File: src/design/wcte_ram.sv
// Generic single-write, single-read RAM with registered read data.
`default_nettype none
module wcte_ram #(
  parameter int WIDTH = 64,
  parameter int DEPTH = 64
) (
  input  wire logic                     clk,
  input  wire logic                     we,
  input  wire logic [$clog2(DEPTH)-1:0] waddr,
  input  wire logic [WIDTH-1:0]         wdata,
  input  wire logic [$clog2(DEPTH)-1:0] raddr,
  output logic      [WIDTH-1:0]         rdata
);
  logic [WIDTH-1:0] mem [DEPTH];

  always_ff @(posedge clk) begin
    if (we) begin
      mem[waddr] <= wdata;
    end
    rdata <= mem[raddr];
  end
endmodule
`default_nettype wire

File: config.mk
export PLATFORM = sky130hd
export DESIGN_NAME = wcte_ram
export DESIGN_NICKNAME = d
export VERILOG_FILES = /design/src/design/wcte_ram.sv
export SDC_FILE = /design/constraint.sdc
export NUM_CORES = 2
export LEC_CHECK = 0
export BUFFER_PORTS_ARGS = -buffer_cell sky130_fd_sc_hd__buf_4
export CORE_ASPECT_RATIO = 0.5
export CORE_MARGIN = 2
export CORE_UTILIZATION = 50
export CTS_CLUSTER_DIAMETER = 120
export DETAILED_ROUTE_END_ITERATION = 6
export GPL_ROUTABILITY_DRIVEN = 0
export PLACE_DENSITY = 0.65
export SLEW_MARGIN = 10
export SYNTH_ARGS = -nofsm -noshare
export SYNTH_HDL_FRONTEND = slang
export SYNTH_SLANG_ARGS = --single-unit
File: constraint.sdc
create_clock -name clk -period 16.3 [get_ports clk]
set_clock_uncertainty 0.05 [all_clocks]
set_input_delay 4.89 -clock clk [delete_from_list [all_inputs] [get_ports clk]]
set_output_delay 4.89 -clock clk [all_outputs]
set_load 0.01 [all_outputs]
# --- Yosys cells after proc, flatten, opt, wreduce, memory -nomap -nowiden ---
# Memories as Yosys holds them, arrays and structs flattened. A register that Yosys moved wholly into a read port is not among the register bits.
# Index checks and enable logic that the tools add are counted.
word_totals:
  ramBits: 4096
  input_bits: 78
  register_bits: 0
  n_memories: 1
memory_table:
  columns: ["name", "words", "word_bits", "read_ports", "rd_ports_with_merged_regs", "wr", "line", "rtl"]
  rows:
  - ["mem", 64, 64, 1, 1, 1, "14", "logic [WIDTH-1:0] mem [DEPTH];"]
classes:
  muxes: 2
op_table:
  columns: ["cell", "count"]
  rows:
  - ["1-bit two-way mux", 2]

# --- Logic depth before layout (Yosys ltp) ---
logic_depth:
  word_depth: 2
  ltp_mapped: 9
  mapped_depth_nobuf: 5

# --- Least setup slack after synthesis ---
# No wires, ideal clock.
synth_path:
  path_type: "in2reg"
  start: "in waddr[3]"
  end: "mem mem[48][0], enable pin"
  path_buffers: 1
  required_time_ns: 15.686
  stages: 4
  setup_time_ns: 0.564
  arrival_ns: 9.762
  path_slack_ns: 5.924
  path_cell_list: "clkbuf_1 -> nor2b_1 -> nand4b_1 -> nor3_1"
synth_rtl:
  columns: ["element", "line", "rtl"]
  rows:
  - ["start: declaration", "9", "input wire logic [$clog2(DEPTH)-1:0] waddr,"]
  - ["end: declaration", "14", null]
# No word-level cell before the write port.

==> out/results.ini <==
[drt]
drtPass1Iterations=6
drc=0
vias=76200
wl_mm=427
post_drt_wl_per_cell_um=37.4
drtAntennaViolNets=0
via_per_inst=6.66
drtIter0Drc=11500

[pwr]
seqPwrFrac_pct=55.3
switchingPower_mw=4.53
leakage_nw=54.1
combPwrFrac_pct=4.6
power_density_mw_per_mm2=123
finalPower_mw=21.5
internal_power_mw=17.0
switching_share_pct=21.0
pwr-share-clk_pct=40.1
ir_drop_uv=97.0

[worst_setup_path]
startpoint_type=input port
crit_buf_inv=3
crit_required_ns=17.04
rrSetupSlack_ns=14.24
startpoint=raddr[1]
cp_top_family=buffers and inverters
cp.depth=7
end_kind=flop
slowest_delay_ns=0.90
critPathCapture=rdata[32]$_DFF_P_
cp_max_fo=62
reg2reg_depth=4
worst_ep_arrival_time_ns=8.81
cp_slowest_cell=nand2b_1
crit_type=input port to flop
cp_cell_sequence=buf_8 -> buf_4 -> buf_4 -> nand2b_1 -> o22ai_1 -> o22ai_1 -> and3_1
reg2reg_from=mem[38][19]$_DFFE_PP_
reg2reg_to=rdata[19]$_DFF_P_

[cts]
clockRootBuffer=clkbuf_16
post_cts_resized=0
cts_hold_buffers=0
postCtsSetupRepairBufs=0
cts_buffer_depth=4
insertion_delay_ns=0.93
cts_buffers=366
clk_pin_slew_worst_paths_ns=0.06
clkSinkCount=4160
cts-htree-levels=5
tritoncts=built

[final_layout]
drive_gt1_share_pct=27.5
ff_latch_area_mm2=0.124
multiInputGateArea_mm2=0.0308
final.fill_count=22500
syn_to_final_growth_pct=11.9
fin_nets=7020
final_area_mm2=0.175
stdcell_count=11400
final_util_pct=56.1
layout_common_cells=edfxtp_1, mux4_2, clkbuf_16, buf_4, a22oi_1
final_common_cell=edfxtp_1

[floorplanning]
dieWidth_um=795
start_util_pct=50.2
coreArea_mm2=0.312
io_pins=142
row_count=145
dieArea_mm2=0.317
fp.dieH_um=399

[grt]
antenna_found_initial=28
grt_usage_pct=26.6
grt_max_degree=131
grt_pass1_wl_mm=589
grt_pass1_vias=73700
overflow=0

[hold_path]
hold_class=flop to flop

[timing]
slew_headroom_pct=14.3
fin_crit_ns=8.07
worst_slack_ns=8.23
final_hold_viol_count=0
tightest_slew_ns=1.29
slew_viol_final=0
fin_crit_sh_pct=49.5
setup_viol_count_final=0
fin_tns_setup_ns=0
rsz0062_at_grt=no
max_freq_ghz=0.124
hold_ws_ns=0.788

[placed_design]
hpwl_mm=219
placed_cell_area_mm2=0.163
dp.cells=10800
io_buffers=141
preCtsSetupSlack_ns=7.29

[logic_synthesis]
netlist_area_mm2=0.156
yosysWarnings=0
synth-main-ff-cell=edfxtp_1
ys_async_sr_fraction_pct=0
syn_area_per_cell_um2=23.7
synth_cells=6598
synth_fp_nets=6676
yosysSeqAreaShare_pct=79.5
synth_cell_types=33
synth_edf_count=4096
synth_seq_cells=4160

[status]
status=complete, no violations

[job]
maxCapViolations=0

==> power by group through the flow <==
stage / Sequential (mW) / Combinational (mW) / Clock, mW
2_1_floorplan: 12.1 / 0.552 / 0
3_3_place_gp: 12.1 / 0.986 / 0
3_5_place_dp: 12.1 / 0.999 / 0
4_1_cts: 11.9 / 1.00 / 8.71
5_1_grt: 11.9 / 1.06 / 9.11
6_report: 11.9 / 0.997 / 8.62
==> layer usage <==
layer  routed length, µm  global-route usage, %  vias up  share of wire [%]
met1              169000                   39.1    41700                 39
met5                  95                      0        -              0.022
met4               13900                   8.05       14                3.3
met2              197000                   41.0     4623                 46
li1                    -                      -    29200                  -
met3               47400                   5.56      719                 11
==> tightest hold or removal path, cell delays in order, from the launching register on <==
cell and delay (ns):
edfxtp_1 0.32, mux4_2 0.22, a22oi_1 0.06, nand3_1 0.07, and3_1 0.15
==> Yosys cell counts (3+ instances only) <==
library cell	number	area, µm²
buf_4	34	255
nor2b_1	28	175
clkbuf_1	140	526
nor2_1	112	420
nand2_1	58	218
edfxtp_1	4096	123000
a41oi_1	26	228
o221ai_1	38	333
buf_2	170	851
a2bb2oi_1	19	166
a22oi_1	168	1260
buf_1	20	75.1
inv_1	19	71.3
buf_6	6	67.6
a22o_1	88	771
dfxtp_1	64	1280
or2_2	28	175
nand3_1	45	225
mux2i_1	135	1350
mux4_2	1024	23100
nand2b_1	11	68.8
or3_1	29	181
o22ai_1	83	519
a31oi_1	18	113
and2_1	3	18.8
and3_1	64	400
a211oi_1	63	473
==> logic make-up after synthesis <==
group | after synthesis | share of synthesized area, %
compound gates | 504 | 2.48
buf+inv | 389 | 1.18
flops | 4160 | 79.5
mux | 1159 | 15.6
simple gates | 386 | 1.24
==> final cells by class <==
type | count | share of cell area, %
tap | 4189 | 3.00
antenna | 11 | 0.0157
multi-input combinational | 2049 | 17.6
sequential | 4160 | 71.1
inverter | 19 | 0.0408
timing repair buffer | 346 | 1.59
clock buffer | 474 | 5.68
clock inverter | 193 | 1.02
==> registers in the layout, indices dropped and copies added (netlist names) <==
register and count:
mem 4096, rdata 64
==> worst min-delay path by stage <==
stage                                startpoint           endpoint  cells after the start
after global placement    mem[63][62]$_DFFE_PP_  rdata[62]$_DFF_P_                      4
after global routing      mem[61][62]$_DFFE_PP_  rdata[62]$_DFF_P_                      4
after CTS                 mem[61][62]$_DFFE_PP_  rdata[62]$_DFF_P_                      4
final                     mem[61][62]$_DFFE_PP_  rdata[62]$_DFF_P_                      4
after detailed placement  mem[60][62]$_DFFE_PP_  rdata[62]$_DFF_P_                      4
after floorplan           mem[30][61]$_DFFE_PP_  rdata[61]$_DFF_P_                      4
Note: power is estimated with default switching activity, not from simulation.
