$ cat config.mk
export PLATFORM = sky130hd
export DESIGN_NAME = wcte_ctrl
export DESIGN_NICKNAME = d
export VERILOG_FILES = /design/src/design/wcte_pkg.sv /design/src/design/wcte_ctrl.sv
export SDC_FILE = /design/constraint.sdc
export NUM_CORES = 1
export LEC_CHECK = 0
export BUFFER_PORTS_ARGS = -buffer_cell sky130_fd_sc_hd__buf_2
export CAP_MARGIN = 0
export CORE_MARGIN = 8
export CORE_UTILIZATION = 52
export CTS_CLUSTER_DIAMETER = 30
export DETAILED_ROUTE_END_ITERATION = 8
export PLACE_DENSITY = 0.84
export SYNTH_ARGS = -nofsm -noshare
export SYNTH_HDL_FRONTEND = slang
export SYNTH_SLANG_ARGS = --single-unit
$ cat constraint.sdc
create_clock -name clk -period 2.7 [get_ports clk]
set_input_delay 0.27 -clock clk [delete_from_list [all_inputs] [get_ports clk]]
set_output_delay 0.27 -clock clk [all_outputs]
set_load 0.01 [all_outputs]
$ cat src/design/wcte_pkg.sv
// Package: shared types and codes for the waypoint cross-track error unit.
`default_nettype none
package wcte_pkg;

  // Request codes of an input word
  typedef enum logic [1:0] {
    REQ_CLEAR  = 2'd0,
    REQ_APPEND = 2'd1,
    REQ_SAMPLE = 2'd2,
    REQ_UNUSED = 2'd3
  } req_t;

  // Status codes of a result word
  typedef enum logic [1:0] {
    STAT_OK       = 2'd0,
    STAT_FEW      = 2'd1,
    STAT_ZERO_LEN = 2'd2,
    STAT_FULL     = 2'd3
  } status_t;

  // Datapath operations, one per cycle while the datapath is not busy
  typedef enum logic [3:0] {
    DP_NOP,
    DP_LOAD_IN,
    DP_LOAD_S,
    DP_LOAD_E,
    DP_LOAD_N,
    DP_SHIFT_SE,
    DP_MUL,
    DP_SQRT,
    DP_ABS,
    DP_DIV
  } dp_op_t;

  // Product terms; the first of each pair clears the accumulator
  typedef enum logic [2:0] {
    MS_DOT1,
    MS_DOT2,
    MS_LEFT1,
    MS_LEFT2,
    MS_LEN1,
    MS_LEN2,
    MS_ERR1,
    MS_ERR2
  } mul_sel_t;

  typedef struct packed {
    dp_op_t   op;
    mul_sel_t sel;
  } dp_cmd_t;

  typedef struct packed {
    logic busy;
    logic acc_pos;
    logic acc_zero;
  } dp_stat_t;

  typedef struct packed {
    logic    load;
    status_t status;
    logic    done;
    logic    left;
  } out_cmd_t;

  typedef enum logic [4:0] {
    S_IDLE,
    S_RD_E,
    S_CHK,
    S_DOT1,
    S_DOT1W,
    S_DOT2,
    S_DOT2W,
    S_DEC,
    S_AFTER,
    S_LDN,
    S_LEFT1,
    S_LEFT1W,
    S_LEFT2,
    S_LEFT2W,
    S_LEFTD,
    S_LEN1,
    S_LEN1W,
    S_LEN2,
    S_LEN2W,
    S_LENC,
    S_SQRTW,
    S_ERR1,
    S_ERR1W,
    S_ERR2,
    S_ERR2W,
    S_ABS,
    S_DIV,
    S_DIVW,
    S_OUT
  } ctrl_state_t;

endpackage
`default_nettype wire

$ cat src/design/wcte_ctrl.sv
// Controller: waypoint count, current segment and the sequence of datapath steps.
`default_nettype none
module wcte_ctrl #(
  parameter int MAX_WAYPOINTS = 64
) (
  input  wire logic                             clk,
  input  wire logic                             rst,
  input  wire logic                             in_valid,
  input  wire logic [1:0]                       req_type,
  output logic                                  in_ready,
  input  wire logic                             out_hold,
  input  wire wcte_pkg::dp_stat_t               dps,
  output wcte_pkg::dp_cmd_t                     cmd,
  output wcte_pkg::out_cmd_t                    oc,
  output logic                                  ram_we,
  output logic [$clog2(MAX_WAYPOINTS)-1:0]      waddr,
  output logic [$clog2(MAX_WAYPOINTS)-1:0]      raddr
);
  import wcte_pkg::*;

  localparam int IW   = $clog2(MAX_WAYPOINTS);
  localparam int CNTW = $clog2(MAX_WAYPOINTS + 1);
  localparam int EW   = CNTW + 1;

  ctrl_state_t     state, state_next;
  logic [CNTW-1:0] count, count_next;
  logic [IW-1:0]   seg, seg_next;
  status_t         stat, stat_next;
  logic            done, done_next, left, left_next;

  logic [EW-1:0] seg_ext, seg_plus2, count_ext;
  logic          last_seg;
  assign seg_ext   = EW'(seg);
  assign seg_plus2 = seg_ext + EW'(2);
  assign count_ext = EW'(count);
  assign last_seg  = (seg_plus2 >= count_ext);

  assign waddr  = count[IW-1:0];

  // state and control registers
  always_ff @(posedge clk) begin
    if (rst) begin
      state <= S_IDLE;
      count <= '0;
      seg   <= '0;
      stat  <= STAT_OK;
      done  <= 1'b0;
      left  <= 1'b0;
    end else begin
      state <= state_next;
      count <= count_next;
      seg   <= seg_next;
      stat  <= stat_next;
      done  <= done_next;
      left  <= left_next;
    end
  end

  // next state and commands
  always_comb begin
    state_next = state;
    count_next = count;
    seg_next   = seg;
    stat_next  = stat;
    done_next  = done;
    left_next  = left;
    in_ready   = 1'b0;
    ram_we     = 1'b0;
    raddr      = seg;
    cmd.op     = DP_NOP;
    cmd.sel    = MS_DOT1;
    oc.load    = 1'b0;
    oc.status  = stat;
    oc.done    = done;
    oc.left    = left;
    unique case (state)
      S_IDLE: begin
        in_ready = 1'b1;
        if (in_valid) begin
          unique case (req_t'(req_type))
            REQ_CLEAR: begin
              count_next = '0;
              seg_next   = '0;
            end
            REQ_APPEND: begin
              if (count == CNTW'(MAX_WAYPOINTS)) begin
                stat_next  = STAT_FULL;
                done_next  = 1'b0;
                left_next  = 1'b0;
                state_next = S_OUT;
              end else begin
                ram_we     = 1'b1;
                count_next = count + CNTW'(1);
              end
            end
            REQ_SAMPLE: begin
              cmd.op = DP_LOAD_IN;
              if (count < CNTW'(2)) begin
                stat_next  = STAT_FEW;
                done_next  = 1'b1;
                left_next  = 1'b1;
                state_next = S_OUT;
              end else begin
                if (seg_plus2 > count_ext) seg_next = '0;
                raddr      = seg_next;
                stat_next  = STAT_OK;
                state_next = S_RD_E;
              end
            end
            REQ_UNUSED: ;
          endcase
        end
      end
      S_RD_E: begin
        cmd.op     = DP_LOAD_S;
        raddr      = seg + IW'(1);
        state_next = S_CHK;
      end
      S_CHK: begin
        cmd.op     = DP_LOAD_E;
        state_next = last_seg ? S_AFTER : S_DOT1;
      end
      S_DOT1:  begin cmd.op = DP_MUL; cmd.sel = MS_DOT1; state_next = S_DOT1W; end
      S_DOT1W: if (!dps.busy) state_next = S_DOT2;
      S_DOT2:  begin cmd.op = DP_MUL; cmd.sel = MS_DOT2; state_next = S_DOT2W; end
      S_DOT2W: if (!dps.busy) state_next = S_DEC;
      // step forward when the position has passed the segment end
      S_DEC: begin
        if (dps.acc_pos) begin
          cmd.op     = DP_SHIFT_SE;
          seg_next   = seg + IW'(1);
          raddr      = seg + IW'(2);
          state_next = S_CHK;
        end else begin
          state_next = S_AFTER;
        end
      end
      S_AFTER: begin
        if (last_seg) begin
          done_next  = 1'b1;
          left_next  = 1'b1;
          state_next = S_LEN1;
        end else begin
          done_next  = 1'b0;
          raddr      = seg + IW'(2);
          state_next = S_LDN;
        end
      end
      S_LDN:    begin cmd.op = DP_LOAD_N; state_next = S_LEFT1; end
      S_LEFT1:  begin cmd.op = DP_MUL; cmd.sel = MS_LEFT1; state_next = S_LEFT1W; end
      S_LEFT1W: if (!dps.busy) state_next = S_LEFT2;
      S_LEFT2:  begin cmd.op = DP_MUL; cmd.sel = MS_LEFT2; state_next = S_LEFT2W; end
      S_LEFT2W: if (!dps.busy) state_next = S_LEFTD;
      S_LEFTD:  begin left_next = dps.acc_pos; state_next = S_LEN1; end
      S_LEN1:   begin cmd.op = DP_MUL; cmd.sel = MS_LEN1; state_next = S_LEN1W; end
      S_LEN1W:  if (!dps.busy) state_next = S_LEN2;
      S_LEN2:   begin cmd.op = DP_MUL; cmd.sel = MS_LEN2; state_next = S_LEN2W; end
      S_LEN2W:  if (!dps.busy) state_next = S_LENC;
      // zero-length segment ends here with no distance
      S_LENC: begin
        if (dps.acc_zero) begin
          stat_next  = STAT_ZERO_LEN;
          state_next = S_OUT;
        end else begin
          cmd.op     = DP_SQRT;
          state_next = S_SQRTW;
        end
      end
      S_SQRTW: if (!dps.busy) state_next = S_ERR1;
      S_ERR1:  begin cmd.op = DP_MUL; cmd.sel = MS_ERR1; state_next = S_ERR1W; end
      S_ERR1W: if (!dps.busy) state_next = S_ERR2;
      S_ERR2:  begin cmd.op = DP_MUL; cmd.sel = MS_ERR2; state_next = S_ERR2W; end
      S_ERR2W: if (!dps.busy) state_next = S_ABS;
      S_ABS:   begin cmd.op = DP_ABS; state_next = S_DIV; end
      S_DIV:   begin cmd.op = DP_DIV; state_next = S_DIVW; end
      S_DIVW:  if (!dps.busy) state_next = S_OUT;
      S_OUT: begin
        if (!out_hold) begin
          oc.load    = 1'b1;
          state_next = S_IDLE;
        end
      end
      default: state_next = S_IDLE;
    endcase
  end
endmodule
`default_nettype wire

# Word level (Yosys, flattened, before mapping)
# Cells that the tools add are included.
[totals]
regBits = 22
input_bits = 9
out_inout_bits = 26
word_cells = 138
[op_classes]
add_sub_neg = 4
magnitude_cmp = 3
n_eq_ne = 51
n_mux = 60
n_reduce_logical = 14
[ops]
columns = ["op", "count"]
rows = [
  ["one-hot mux 5 bit (29 select lines)", 1],
  ["two-way mux 5 bit", 14],
  ["== test 5 bit, second input constant", 13],
  ["two-way mux 6 bit", 8],
  ["== test 5 x 4 -> 1 bit, second input constant", 8],
  ["one-hot mux 4 bit (9 select lines)", 1],
  ["!= test 2 bit, second input constant", 16],
  ["one-hot mux 6 bit (2 select lines)", 2],
  ["one-hot mux 6 bit (4 select lines)", 1],
  ["one-hot mux 3 bit (7 select lines)", 1],
  ["== test 5 x 3 -> 1 bit, second input constant", 4],
  ["two-way mux 1 bit", 15],
  ["one-hot mux 7 bit (2 select lines)", 1],
  ["AND reduction 14 bit", 1],
  ["two-way mux 4 bit", 3],
  ["== test 5 x 2 -> 1 bit, second input constant", 2],
  ["one-hot mux 5 bit (2 select lines)", 1],
  ["AND reduction 5 bit", 2],
  ["two-way mux 3 bit", 3],
  ["one-hot mux 2 bit (2 select lines)", 2],
  ["AND reduction 4 bit", 2],
  ["nonzero test 2 bit", 4],
  ["OR reduction 8 bit", 1],
  ["adder 6 x 2 -> 7 bit, second input constant", 1],
  ["other kinds (20)", 25],
]

# Depth between registers and ports, before layout
[logic_depth]
ltp_word = 7
mapped_depth = 10
mapped_depth_nobuf = 10

# Least setup slack after synthesis
# OpenSTA, ideal clock, no wires.
[synth_path]
path_type = "reg2out"
startpoint = "register seg[2]"
endpoint = "output port raddr[4]"
t_arrival_ps = 2315
required_ps = 2430
setup_slack_ps = 115
path_stages_with_launch = 10
n_path_buf = 0
path_cell_list = "dfxtp_1 ha_1 nand3_1 xnor2_1 ha_1 nand4_1 o311ai_0 nand2_1 a211oi_1 a31oi_1"
[synth_between]
elab_chain_len = 7
elab_cells_between_ends = 12
cone_classes = "add/sub (3); order compare (2); mux (7)"
[synth_lines]
columns = ["element", "line_no", "rtl"]
rows = [
  ["from (decl)", "wcte_ctrl.sv:27", "logic [IW-1:0] seg, seg_next;"],
  ["from (signal assigned)", "wcte_ctrl.sv:52", "seg <= seg_next;"],
  ["adder 6 x 2 -> 7 bit", "wcte_ctrl.sv:34", "assign seg_plus2 = seg_ext + EW'(2);"],
  ["> comparator 7 bit", "wcte_ctrl.sv:104", "if (seg_plus2 > count_ext) seg_next = '0;"],
  ["two-way mux 6 bit", "wcte_ctrl.sv:104", ""],
  ["two-way mux 6 bit", "wcte_ctrl.sv:98", "if (count < CNTW'(2)) begin"],
  ["two-way mux 6 bit", "wcte_ctrl.sv:80", "unique case (req_t'(req_type))"],
  ["two-way mux 6 bit", "wcte_ctrl.sv:79", "if (in_valid) begin"],
  ["one-hot mux 6 bit (4 select lines) (*)", "wcte_ctrl.sv:76", "unique case (state)"],
  ["to (decl)", "wcte_ctrl.sv:17", "output logic [$clog2(MAX_WAYPOINTS)-1:0] raddr"],
]
# Every way passes the cells marked *; elsewhere a longest branch is shown, timed or not.

# Worst setup path after layout
[layout_path]
startpoint = "register seg[1]"
endpoint = "output port raddr[3]"
# The elaborated chain is that of the path after synthesis.

==> impl_metrics.py <==
metrics = {
    "outcome": {
        "status": "complete, but fails checks",
        "failed_checks": "negative setup slack",
    },
    "detailed_routing": {
        "wl_per_cell_um": 17.3,
        "drtIter0Drc": 246,
        "drc": 0,
        "drt_wl_total_um": 7030,
        "vias_per_cell": 6.35,
        "final_antenna_net_count": 0,
        "num_vias": 2578,
        "first_pass_iters": 5,
    },
    "floorplanning": {
        "start_util_pct": 54.6,
        "coreArea_um2": 4060,
        "num_io_pins": 35,
        "die_x_um": 81.3,
        "dieArea_um2": 6600,
        "row_count": 23,
        "fp.dieH_um": 81.3,
    },
    "global_route": {
        "grt_pass1_vias": 2316,
        "grt_start_max_net_pins": 30,
        "antenna_found_initial": 0,
        "grt_usage_pct": 20.0,
        "gr-total-overflow": 0,
        "grt_pass1_wl_um": 10900,
    },
    "timing": {
        "hold_violations": 0,
        "setup_tns_ns": -1.49,
        "slew_headroom_pct": 62.5,
        "finalCritPeriodShare_pct": 110,
        "setup_viol": 6,
        "timing.fmax_mhz": 336,
        "min_period_ns": 2.98,
        "fin_skew_ns": 0.00197,
        "grt_setup_unrepaired": "true",
        "setup_ws_ns": -0.277,
        "tightest_slew_ns": 0.562,
        "final-max-slew-violation-count": 0,
    },
    "min_path": {
        "hold_depth": 2,
        "min_to": "count[1]",
        "hp-class": "in2reg",
        "hold_start": "rst",
    },
    "cts": {
        "cts_tree": "yes",
        "cts_max_level": 1,
        "clkTransAtPathRegs_ns": 0.09,
        "numCtsBuffers": 3,
        "clockRootBuffer": "clkbuf_8",
        "clock_path_buffers": 2,
        "ctsHoldBuffers": 0,
        "clkLatencyLatePin_ns": 0.27,
        "cts.sinks": 22,
    },
    "setup_path": {
        "cp.arrival_ns": 2.71,
        "cp_cell_sequence": "ha_4, nand3_4, xnor2_2, ha_1, nand2_1, o21a_1, a211oi_4, o221ai_4, o21ai_1, o211ai_1, buf_2",
        "cp-start-kind": "flip-flop",
        "end_kind": "output port",
        "r2r-end": "state[2]",
        "cp.required_ns": 2.43,
        "cp_num_buf_inv": 1,
        "path_delay_family": "compound AO/OA/AOI/OAI gates",
        "crit_type": "reg2out",
        "worstPathMaxFanout": 4,
        "cp_slowest_cell": "dfxtp_4",
        "reg2reg_setup_slack_ns": 0.09,
        "reg2reg_from": "seg[3]",
        "cpPeakStageDelay_ns": 0.38,
        "rr_worst_depth": 11,
    },
    "placed_design": {
        "placed_cells": 395,
        "port_buffers": 34,
        "gp_congestion": 0.946,
        "hpwl_um": 4850,
    },
    "power": {
        "powerDensity_nw_per_um2": 643,
        "leakagePower_nw": 1.16,
        "total_power_mw": 1.80,
        "peakVddDrop_uv": 366,
    },
    "final_layout": {
        "areaGrowthSynthToFinish_pct": 26.3,
        "stdcell_count": 406,
        "layout-drive-gt1-share_pct": 27.5,
        "final_cell_mix": "nor2_1, buf_2, buf_4",
        "nets": 377,
        "utilization_pct": 68.9,
        "diodes": 0,
    },
    "yosys": {
        "ys.flop_type": "dfxtp_1",
        "syn-num-nets": 334,
        "netlist_area_um2": 2210,
        "ys_seq_elements": 22,
        "synthArstFlopShare_pct": 0,
        "post-synth-top-area-fraction_pct": 19.9,
        "ys_types": 55,
        "avgSynthCellArea_um2": 7.05,
        "yosysTopAreaCell": "dfxtp_1",
        "syn_inst": 314,
        "synth-edff-count": 0,
        "yosysSeqAreaShare_pct": 19.9,
        "ys.warnings.count": 0,
        "synth_area_leaders": "dfxtp_1, ha_1, nor2_1",
    },
    "flow_run": {
        "cap_violations": 0,
    },
}
==> worst max path at each step <==
stage	from	to	slack, ns	cells past startpoint
after floorplan	seg[2]	raddr[4]	0.11	9
after global placement	seg[2]	raddr[2]	-0.03	11
after detailed placement	seg[2]	raddr[2]	-0.12	11
after CTS	seg[2]	raddr[3]	-0.15	11
after global routing	seg[3]	raddr[2]	-0.38	10
final	seg[1]	raddr[3]	-0.28	11
==> final cells by class <==
| type | count | area, um2 |
|---|---|---|
| multi-input cells | 249 | 1740 |
| well taps | 50 | 62.6 |
| flip-flops and latches | 22 | 452 |
| repair buffers | 64 | 405 |
| fillers | 328 | 1260 |
| clock inverters | 1 | 30.0 |
| inverters | 17 | 63.8 |
| clock buffers | 3 | 41.3 |
==> power by group <==
| group | leakage (nW) | switching [mW] | internal (mW) |
|---|---|---|---|
| sequential | 0.181 | 0.0818 | 0.366 |
| combinational | 0.947 | 0.622 | 0.410 |
| clock | 0.0357 | 0.122 | 0.198 |
==> metrics by stage <==
| step | instance area, um2 | setup slack (ns) | hold slack, ns |
|---|---|---|---|
| 2_1_floorplan | 2210 | 0.115 | 0.349 |
| 3_3_place_gp | 2480 | -0.0260 | 0.455 |
| 3_5_place_dp | 2480 | -0.116 | 0.465 |
| 4_1_cts | 2670 | -0.150 | 0.363 |
| 5_1_grt | 2800 | -0.384 | 0.382 |
| 6_report | 2800 | -0.277 | 0.365 |
==> worst reg2reg max path, cell delays in order (launching register included) <==
cell and delay, ns:
dfxtp_4 0.40, and3_4 0.21, xor2_1 0.20, ha_1 0.28
a21oi_1 0.15, o21a_1 0.33, o31a_1 0.30, buf_6 0.14
buf_4 0.11, o22ai_1 0.09, a211oi_1 0.22, o21ai_1 0.08
==> synthesized netlist by cell type, types with 3 or more instances <==
cell type and number:
buf_4 9, a211oi_1 8, o22ai_1 3, clkbuf_1 13, o31ai_1 4, and3_1 4, a21oi_1 18, nor4_1 3
nand2_1 27, dfxtp_1 22, nor2b_1 5, nor3_1 10, o211ai_1 8, or3_1 4, nand3b_1 4, a31oi_1 7
ha_1 11, nand4_1 6, o21ai_1 3, a221oi_1 3, buf_1 3, nor2_1 33, nand3_1 14, nand2b_1 13
o21ai_0 20, xnor2_1 7, inv_1 17, a22o_1 3
==> per-layer routing <==
layer  global-route usage [%]  wire, um
met1                     26.6      2940
met2                     32.9      3480
met3                     2.10       473
met4                     6.43       142
met5                        0         0
==> kinds of logic after synthesis <==
group	share of synthesized area, %
simple gates	32.0
compound gates	29.1
buf+inv	9.27
flops	19.9
fa+ha+maj	6.21
xor+xnor	3.56
==> registers in the layout (all words and copies together), names as in the netlist <==
signal and count:
count 7, done 1, left 1, seg 6, stat 2, state 5
==> what timing repair did <==
item | CTS | global route
setup endpoints to repair | 6 | 7
pin swaps | 14 | 8
resized for setup | 24 | 15
gates cloned | 0 | 0
buffers inserted | 3 | 4
Power figures use the tool's default switching activity.
