### config.mk
export PLATFORM = sky130hd
export DESIGN_NAME = wcte_dp
export DESIGN_NICKNAME = d
export VERILOG_FILES = /design/src/design/wcte_pkg.sv /design/src/design/wcte_dp.sv
export SDC_FILE = /design/constraint.sdc
export NUM_CORES = 2
export LEC_CHECK = 0
export ABC_AREA = 1
export CORE_MARGIN = 2
export CORE_UTILIZATION = 60
export DETAILED_ROUTE_END_ITERATION = 8
export DONT_BUFFER_PORTS = 1
export PLACE_DENSITY = 0.76
export RECOVER_POWER = 100
export REMOVE_ABC_BUFFERS = 1
export SLEW_MARGIN = 25
export SYNTH_ARGS = -nofsm -noshare
export SYNTH_HDL_FRONTEND = slang
export SYNTH_SLANG_ARGS = --single-unit
### constraint.sdc
create_clock -name clk -period 9.6 [get_ports clk]
set_input_delay 1.44 -clock clk [delete_from_list [all_inputs] [get_ports clk]]
set_output_delay 1.44 -clock clk [all_outputs]
set_load 0.03 [all_outputs]
### src/design/wcte_pkg.sv
// Package: shared types and codes for the waypoint cross-track error unit.
`default_nettype none
package wcte_pkg;

  // Request codes of an input word
  typedef enum logic [1:0] {
    REQ_CLEAR  = 2'd0,
    REQ_APPEND = 2'd1,
    REQ_SAMPLE = 2'd2,
    REQ_UNUSED = 2'd3
  } req_t;

  // Status codes of a result word
  typedef enum logic [1:0] {
    STAT_OK       = 2'd0,
    STAT_FEW      = 2'd1,
    STAT_ZERO_LEN = 2'd2,
    STAT_FULL     = 2'd3
  } status_t;

  // Datapath operations, one per cycle while the datapath is not busy
  typedef enum logic [3:0] {
    DP_NOP,
    DP_LOAD_IN,
    DP_LOAD_S,
    DP_LOAD_E,
    DP_LOAD_N,
    DP_SHIFT_SE,
    DP_MUL,
    DP_SQRT,
    DP_ABS,
    DP_DIV
  } dp_op_t;

  // Product terms; the first of each pair clears the accumulator
  typedef enum logic [2:0] {
    MS_DOT1,
    MS_DOT2,
    MS_LEFT1,
    MS_LEFT2,
    MS_LEN1,
    MS_LEN2,
    MS_ERR1,
    MS_ERR2
  } mul_sel_t;

  typedef struct packed {
    dp_op_t   op;
    mul_sel_t sel;
  } dp_cmd_t;

  typedef struct packed {
    logic busy;
    logic acc_pos;
    logic acc_zero;
  } dp_stat_t;

  typedef struct packed {
    logic    load;
    status_t status;
    logic    done;
    logic    left;
  } out_cmd_t;

  typedef enum logic [4:0] {
    S_IDLE,
    S_RD_E,
    S_CHK,
    S_DOT1,
    S_DOT1W,
    S_DOT2,
    S_DOT2W,
    S_DEC,
    S_AFTER,
    S_LDN,
    S_LEFT1,
    S_LEFT1W,
    S_LEFT2,
    S_LEFT2W,
    S_LEFTD,
    S_LEN1,
    S_LEN1W,
    S_LEN2,
    S_LEN2W,
    S_LENC,
    S_SQRTW,
    S_ERR1,
    S_ERR1W,
    S_ERR2,
    S_ERR2W,
    S_ABS,
    S_DIV,
    S_DIVW,
    S_OUT
  } ctrl_state_t;

endpackage
`default_nettype wire

### src/design/wcte_dp.sv
// Datapath: waypoint registers, bit-serial multiply-accumulate, root and divider.
`default_nettype none
module wcte_dp #(
  parameter int COORD_WIDTH = 32
) (
  input  wire logic                          clk,
  input  wire logic                          rst,
  input  wire wcte_pkg::dp_cmd_t             cmd,
  input  wire logic signed [COORD_WIDTH-1:0] px_in,
  input  wire logic signed [COORD_WIDTH-1:0] py_in,
  input  wire logic [2*COORD_WIDTH-1:0]      rdata,
  output wcte_pkg::dp_stat_t                 stat,
  output logic signed [COORD_WIDTH-1:0]      err
);
  import wcte_pkg::*;

  localparam int W   = COORD_WIDTH;
  localparam int DW  = W + 1;       // difference of two coordinates
  localparam int PW  = 2 * W;       // product of two magnitudes
  localparam int AW  = 2 * W + 2;   // accumulator, radicand, dividend
  localparam int RW  = W + 4;       // partial remainder
  localparam int CTW = $clog2(2 * W + 3);

  typedef enum logic [1:0] {M_IDLE, M_MUL, M_SQRT, M_DIV} mode_t;

  mode_t                mode;
  logic signed [W-1:0]  px, py, sx, sy, ex, ey, nx, ny;
  logic [PW-1:0]        mcand, prod;
  logic [W-1:0]         mplier;
  logic                 mneg, msub, is_left;
  logic [CTW-1:0]       cnt;
  logic [AW-1:0]        acc;
  logic [RW-1:0]        rem;
  logic [W:0]           root;

  // coordinate differences, one bit wider than a coordinate
  function automatic logic signed [DW-1:0] diff(logic signed [W-1:0] a,
                                                logic signed [W-1:0] b);
    return $signed({a[W-1], a}) - $signed({b[W-1], b});
  endfunction

  logic signed [DW-1:0] dx, dy, pxe, pye, nsx, nsy, psx, psy;
  assign dx  = diff(ex, sx);
  assign dy  = diff(ey, sy);
  assign pxe = diff(px, ex);
  assign pye = diff(py, ey);
  assign nsx = diff(nx, sx);
  assign nsy = diff(ny, sy);
  assign psx = diff(px, sx);
  assign psy = diff(py, sy);

  // operand selection for the multiplier
  logic signed [DW-1:0] op_a, op_b;
  logic                 op_sub, op_clr;
  always_comb begin
    op_a   = dx;
    op_b   = dx;
    op_sub = 1'b0;
    op_clr = 1'b0;
    case (cmd.sel)
      MS_DOT1:  begin op_a = pxe; op_b = dx;  op_clr = 1'b1; end
      MS_DOT2:  begin op_a = pye; op_b = dy;  end
      MS_LEFT1: begin op_a = dx;  op_b = nsy; op_clr = 1'b1; end
      MS_LEFT2: begin op_a = dy;  op_b = nsx; op_sub = 1'b1; end
      MS_LEN1:  begin op_a = dx;  op_b = dx;  op_clr = 1'b1; end
      MS_LEN2:  begin op_a = dy;  op_b = dy;  end
      MS_ERR1:  begin op_a = dx;  op_b = psy; op_clr = 1'b1; end
      MS_ERR2:  begin op_a = dy;  op_b = psx; op_sub = 1'b1; end
      default:  begin op_a = dx;  op_b = dx;  end
    endcase
  end

  logic [DW-1:0] a_abs, b_abs;
  assign a_abs = op_a[DW-1] ? (~op_a + DW'(1)) : op_a;
  assign b_abs = op_b[DW-1] ? (~op_b + DW'(1)) : op_b;

  // accumulate step at the end of a product
  logic [AW-1:0] p_ext, acc_mac;
  assign p_ext   = AW'(prod);
  assign acc_mac = (mneg ^ msub) ? (acc - p_ext) : (acc + p_ext);

  // root step: two radicand bits a cycle
  logic [RW-1:0] sq_rem, sq_trial;
  assign sq_rem   = {rem[RW-3:0], acc[AW-1:AW-2]};
  assign sq_trial = RW'({root, 2'b01});

  // divide step: one dividend bit a cycle, quotient shifts into acc
  logic [RW-1:0] dv_rem, dv_den;
  assign dv_rem = {rem[RW-2:0], acc[AW-1]};
  assign dv_den = RW'(root);

  // saturation of the quotient and sign
  logic [AW-1:0] lim, q_sat;
  logic [W-1:0]  q_low;
  assign lim   = (AW'(1) << (W - 1)) - AW'(!is_left);
  assign q_sat = (acc > lim) ? lim : acc;
  assign q_low = q_sat[W-1:0];
  assign err   = is_left ? $signed(~q_low + W'(1)) : $signed(q_low);

  assign stat.busy     = (mode != M_IDLE);
  assign stat.acc_zero = (acc == '0);
  assign stat.acc_pos  = !acc[AW-1] && (acc != '0);

  // unit mode
  always_ff @(posedge clk) begin
    if (rst) begin
      mode <= M_IDLE;
    end else begin
      case (mode)
        M_IDLE: begin
          if (cmd.op == DP_MUL) mode <= M_MUL;
          else if (cmd.op == DP_SQRT) mode <= M_SQRT;
          else if (cmd.op == DP_DIV) mode <= M_DIV;
        end
        M_MUL:   if (cnt == '0) mode <= M_IDLE;
        default: if (cnt == CTW'(1)) mode <= M_IDLE;
      endcase
    end
  end

  // datapath registers
  always_ff @(posedge clk) begin
    case (mode)
      M_MUL: begin
        if (cnt == '0) begin
          acc <= acc_mac;
        end else begin
          if (mplier[0]) prod <= prod + mcand;
          mcand  <= mcand << 1;
          mplier <= mplier >> 1;
          cnt    <= cnt - CTW'(1);
        end
      end
      M_SQRT: begin
        if (sq_rem >= sq_trial) begin
          rem  <= sq_rem - sq_trial;
          root <= {root[W-1:0], 1'b1};
        end else begin
          rem  <= sq_rem;
          root <= {root[W-1:0], 1'b0};
        end
        acc <= acc << 2;
        cnt <= cnt - CTW'(1);
      end
      M_DIV: begin
        if (dv_rem >= dv_den) begin
          rem <= dv_rem - dv_den;
          acc <= {acc[AW-2:0], 1'b1};
        end else begin
          rem <= dv_rem;
          acc <= {acc[AW-2:0], 1'b0};
        end
        cnt <= cnt - CTW'(1);
      end
      default: begin
        case (cmd.op)
          DP_LOAD_IN:  begin px <= px_in; py <= py_in; end
          DP_LOAD_S:   begin sx <= rdata[2*W-1:W]; sy <= rdata[W-1:0]; end
          DP_LOAD_E:   begin ex <= rdata[2*W-1:W]; ey <= rdata[W-1:0]; end
          DP_LOAD_N:   begin nx <= rdata[2*W-1:W]; ny <= rdata[W-1:0]; end
          DP_SHIFT_SE: begin sx <= ex; sy <= ey; end
          DP_MUL: begin
            mcand  <= PW'(a_abs[W-1:0]);
            mplier <= b_abs[W-1:0];
            prod   <= '0;
            mneg   <= op_a[DW-1] ^ op_b[DW-1];
            msub   <= op_sub;
            cnt    <= CTW'(W);
            if (op_clr) acc <= '0;
          end
          DP_SQRT: begin
            rem  <= '0;
            root <= '0;
            cnt  <= CTW'(W + 1);
          end
          DP_ABS: begin
            is_left <= stat.acc_pos;
            if (acc[AW-1]) acc <= ~acc + AW'(1);
          end
          DP_DIV: begin
            rem <= '0;
            cnt <= CTW'(AW);
          end
          default: ;
        endcase
      end
    endcase
  end
endmodule
`default_nettype wire

**Word-level counts from Yosys, hierarchy flattened**

Index checks and enable logic that the tools add are counted.

- Flip-flop bits (word level): 562
- Bits of input ports: 137
- Output and inout bits: 35

- $add $sub $neg: 19
- Order comparisons: 3
- Equality and inequality tests: 26
- Multiplexer cells: 43
- Bitwise gates (word level): 10
- Reduce and logical (&&, ||, !) cells: 40

Operators with widths:

| cell | count |
|---|---|
| $mux 64 | 5 |
| $mux 66 | 4 |
| $sub 32x32->33 | 8 |
| $pmux 64 s2 | 2 |
| $pmux 33 s6 | 1 |
| $pmux 66 s3 | 1 |
| $mux 32 | 6 |
| $pmux 32 s2 | 3 |
| $pmux 33 s4 | 1 |
| $pmux 66 s2 | 1 |
| $mux 35 | 3 |
| $pmux 35 s3 | 1 |
| $not 32->32 | 3 |
| $add 66x1->66 const B | 1 |
| $add 66x64->66 | 1 |
| $gt 66x66->1 | 1 |
| $logic_not 66->1 | 1 |
| $not 66->66 | 1 |
| $pmux 33 s2 | 1 |
| $reduce_bool 66->1 | 1 |
| $sub 66x64->66 | 1 |
| $add 32x2->32 const B | 2 |
| $add 64x64->64 | 1 |
| $ge 36x33->1 | 1 |
| 42 further kinds | 90 |

**Longest topological paths before layout**

- Word-level depth: 8
- Gate-level depth with buffers: 35
- Gate-level depth less buffers: 31

**Worst setup path after synthesis**

Ideal clock, no wire load.

- Kind: in2reg
- From: input cmd[6] (netlist name)
- To: register acc[0], enable pin
- Library setup time: 0.585 ns
- Arrival: 6.782 ns
- Setup slack: 2.233 ns
- Stages: 6
- Path buffers: 0
- Cells stage by stage: inv_1 -> nand2_1 -> nor2_1 -> nor2_1 -> a22o_1 -> a211oi_1

- Cells in the longest elaborated chain, start to end: 3
- Elaborated cells between the ends (all ways): 6

RTL lines:

| what | RTL line | text |
|---|---|---|
| start: declaration | wcte_dp.sv:8 | `input wire wcte_pkg::dp_cmd_t cmd,` |
| $eq 4x3->1 or $eq 4x4->1 (tied branches) | wcte_dp.sv:156 | `case (cmd.op)` |
| $ne 5x2->1 (no line) or $reduce_bool 5->1 (tied branches) | - |  |
| $reduce_and 4->1 (no line) (*) | - |  |
| end signal: assignment | wcte_dp.sv:148 | `acc <= {acc[AW-2:0], 1'b1};` |
| end signal: assignment | wcte_dp.sv:151 | `acc <= {acc[AW-2:0], 1'b0};` |
| end signal: assignment | wcte_dp.sv:178 | `if (acc[AW-1]) acc <= ~acc + AW'(1);` |
| end: declaration | wcte_dp.sv:32 | `logic [AW-1:0] acc;` |

Every way passes the cells marked *; elsewhere a longest branch is shown, timed or not.
A chain may end at the register's enable or synchronous reset.

**Worst setup path in the final report**

- From: register mode[0]
- To: register mcand[57], enable pin

- Cells in the longest elaborated chain, start to end: 4
- Elaborated cells between the ends (all ways): 8

RTL lines:

| what | RTL line | text |
|---|---|---|
| start: declaration | wcte_dp.sv:26 | `mode_t mode;` |
| start signal: assignment | wcte_dp.sv:107 | `mode <= M_IDLE;` |
| start signal: assignment | wcte_dp.sv:111 | `if (cmd.op == DP_MUL) mode <= M_MUL;` |
| start signal: assignment | wcte_dp.sv:112 | `else if (cmd.op == DP_SQRT) mode <= M_SQRT;` |
| $eq 2x2->1 | wcte_dp.sv:123 | `case (mode)` |
| $reduce_or 2->1 (no line) | - |  |
| $not 1->1 (no line) | - |  |
| $reduce_and 3->1 (no line) (*) | - |  |
| end signal: assignment | wcte_dp.sv:129 | `mcand <= mcand << 1;` |
| end signal: assignment | wcte_dp.sv:163 | `mcand <= PW'(a_abs[W-1:0]);` |
| end: declaration | wcte_dp.sv:28 | `logic [PW-1:0] mcand, prod;` |

Marks and branches as above.

==> results.toml <==
[yosys]
synthDistinctLibCells = 72
synth-seq-cells = 562
yosysSeqAreaShare = 0.289
yosys_warnings = 0
synth_area_per_cell_um2 = 6.62
synth-edff-count = 560
synth_ff_type = "edfxtp_1"
netlist_area_mm2 = 0.0584
synthArstFlopShare = 0
synthCells = 8819

[setup_path]
reg2reg_to = "mcand[57]"
reg2reg_depth = 8
regToRegStartpoint = "mode[0]"
ff2ff_setup_slack_ns = 1.50
path_cells = "inv_1 -> nor2_4 -> clkbuf_1 -> inv_4 -> nor2_1 -> nor2_1 -> clkinvlp_2 -> clkbuf_2"
required_ns = 9.87
arrival_ns = 8.37
max_stage_delay_ns = 2.54
worst-setup-path-type = "reg -> reg"
crit_path_end_kind = "register"
cp-start-kind = "register"
crit_path_frequent_cell = "nor2_1"
slowest_stage = "clkbuf_1"
crit_path_max_fanout = 64

[timing]
tightest_slew_ns = 4.52
hold_viol = 0
clock_skew_ns = 0.0269
fin_crit_sh = 0.844
final_max_slew_viol_count = 1149
setup_violations = 0
fin_crit_ns = 8.10
fin_hold_ws_ns = 0.509
rsz0062_at_grt = "no"
slew-limit-headroom = -2.01
fmax_ghz = 0.123

[global_route]
grt_max_degree = 94
grtUsageTotal = 0.432
grt_pass1_vias = 57400
grt_pass1_wl_um = 332000
grt-ovfl-total = 0
antenna_found_initial = 2

[job]
maxCapViolCount = 22

[clock_tree]
post_cts_buffers = 0
cts_buffers = 70
hold_buffers = 0
clock_path_buffers = 3
clock_sinks = 562
cts-root-buf = "clkbuf_16"
htree_levels = 3
cts_resized = 0
clk_pin_slew_ns = 0.06
cts_tree = "yes"
worstSkewPairLatency_ns = 0.68

[power_and_ir_drop]
swShare = 0.499
ir_drop_mv = 0.255
p_per_area_mw_per_mm2 = 253
pwr-share-comb = 0.546
p_int_mw = 7.82
seqPwrFrac = 0.277
leakage_nw = 28.9
pwr-share-clk = 0.177
power_mw = 15.6
p_switching_mw = 7.78

[placed_design]
gp_congestion = 1.09
dp.cells = 9975
post-dp-hpwl_um = 177000
io_buffers = 0

[die]
core_area_mm2 = 0.0966
die_w_um = 316
initial_core_util = 0.605
die_y_um = 316
die-area_mm2 = 0.0998
ios = 172
std_cell_rows = 114

[finish]
finalNonFillerCells = 10100
layout-drive-gt1-share = 0.0373
fillCellCount = 8776
nNetsFinal = 9346
area_growth_pct = 5.80

[hold_path]
min_path_type = "reg -> reg"
min_to = "mplier[27]"
hold_path_depth = 2
hp-start = "mplier[28]"

[routing]
via_count = 62600
routed_via_density = 6.20
ant_nets = 0
drc_errors = 0
dr.pass1.iters = 8
wl_per_cell_um = 22.0
drtIter0Drc = 8762
wl_um = 222000

[status]
violations = "capacitance limit, slew limit"
outcome = "finished with violations"
## through the flow
stage,util,TNS [ns],setup WS (ns),instance area [um^2]
detailed placement,0.618,0,2.94,59600
finish,0.640,0,1.50,61800
global route,0.640,0,1.13,61800
CTS,0.641,0,2.24,61900
floorplan,-,-399.75,-2.65,57700
global placement,0.617,0,2.97,59600
## registers in the layout (all words and copies together) (netlist names)
register	flops
sy	32
px	32
acc	66
rem	35
cnt	7
sx	32
mode	2
py	32
ny	32
ey	32
mneg	1
mplier	32
msub	1
is_left	1
nx	32
ex	32
prod	64
root	33
mcand	64
## synthesized netlist by cell type, drive strengths merged, types with 18 or more instances
library cell     n  area (um^2)
o21a            43          324
a21oi          648         3260
xor2            99          867
o22ai           18          119
or2             33          206
o2111ai         45          394
buf             71          434
inv           1419         5330
o21bai          27          203
nor3           118          612
edfxtp         560        16800
a21o            25          188
nor2           993         3920
a31oi           74          463
clkbuf          81          304
nand3          731         3730
nand2         2288         8640
o211ai          23          173
xnor2           77          674
ha             427         5340
nand4          156          982
nand3b          75          563
nor4            50          334
o21ai          571         2900
mux2            62          698
## final cells by class
| type | count | area [um^2] | share of cell area |
|---|---|---|---|
| sequential | 562 | 16900 | 0.273 |
| clock inverter | 47 | 531 | 0.00859 |
| clock buffer | 78 | 1780 | 0.0288 |
| tap | 1276 | 1600 | 0.0258 |
| timing repair buffer | 34 | 186 | 0.00302 |
| multi-input combinational | 6681 | 35500 | 0.574 |
| inverter | 1424 | 5350 | 0.0866 |
| antenna | 1 | 2.50 | 0.0000405 |
## worst max-delay path by stage
stage,slack [ns],start,cells past startpoint,to
floorplan,-2.65,mode[0],6,prod[0]
global placement,2.97,is_left,25,err[22]
detailed placement,2.94,is_left,19,err[22]
CTS,2.24,is_left,19,err[22]
global route,1.13,is_left,21,err[22]
finish,1.50,mode[0],8,mcand[57]
## worst max-delay path, delay by kind of cell (launching register included)
family | cells | cell delay, ns
DFF | 1 | 0.46
buffers and inverters | 5 | 6.19
and+or+nand+nor | 3 | 0.86
## cells in the final DEF (no fill, tap or decap), drive strengths merged, types with 45 or more instances in the layout
cell type	synthesis	final
a21oi	648	648
a31oi	74	74
o21ai	571	571
ha	427	427
nand3	731	731
nor4	50	50
nor2	993	993
xor2	99	99
edfxtp	560	560
nor3	118	118
nand3b	75	75
inv	1419	1428
nand4	156	156
xnor2	77	77
clkbuf	81	99
mux2	62	62
nand2	2288	2288
o2111ai	45	45
## cell families (layout without fill, tap and decap cells)
logic type | Yosys count | in the layout | share of synthesized area
XOR/XNOR | 176 | 176 | 0.0264
AO/OA/AOI/OAI | 1532 | 1532 | 0.146
multiplexers | 62 | 62 | 0.0120
other | 0 | 1 | 0
flip-flops | 562 | 562 | 0.289
buffers and inverters | 1576 | 1583 | 0.104
AND/OR/NAND/NOR | 4475 | 4475 | 0.329
adder cells (fa/ha/maj) | 436 | 436 | 0.0946
## power groups by stage
| stage | sequential, mW | combinational, mW | clock [mW] |
|---|---|---|---|
| 3_3_place_gp | 4.26 | 7.93 | 0 |
| 4_1_cts | 4.23 | 8.21 | 2.77 |
| 6_report | 4.32 | 8.52 | 2.77 |
| 3_5_place_dp | 4.28 | 8.14 | 0 |
| 2_1_floorplan | 4.02 | 6.01 | 0 |
| 5_1_grt | 4.35 | 9.37 | 2.85 |
## layer usage
layer | up-vias | wire length, um | track usage
li1 | 29300 | - | -
met1 | 28600 | 85300 | 0.551
met2 | 3958 | 97000 | 0.685
met3 | 757 | 23800 | 0.0802
met4 | 0 | 15700 | 0.252
met5 | - | 0 | 0
Note: power is estimated with default switching activity, not from simulation.
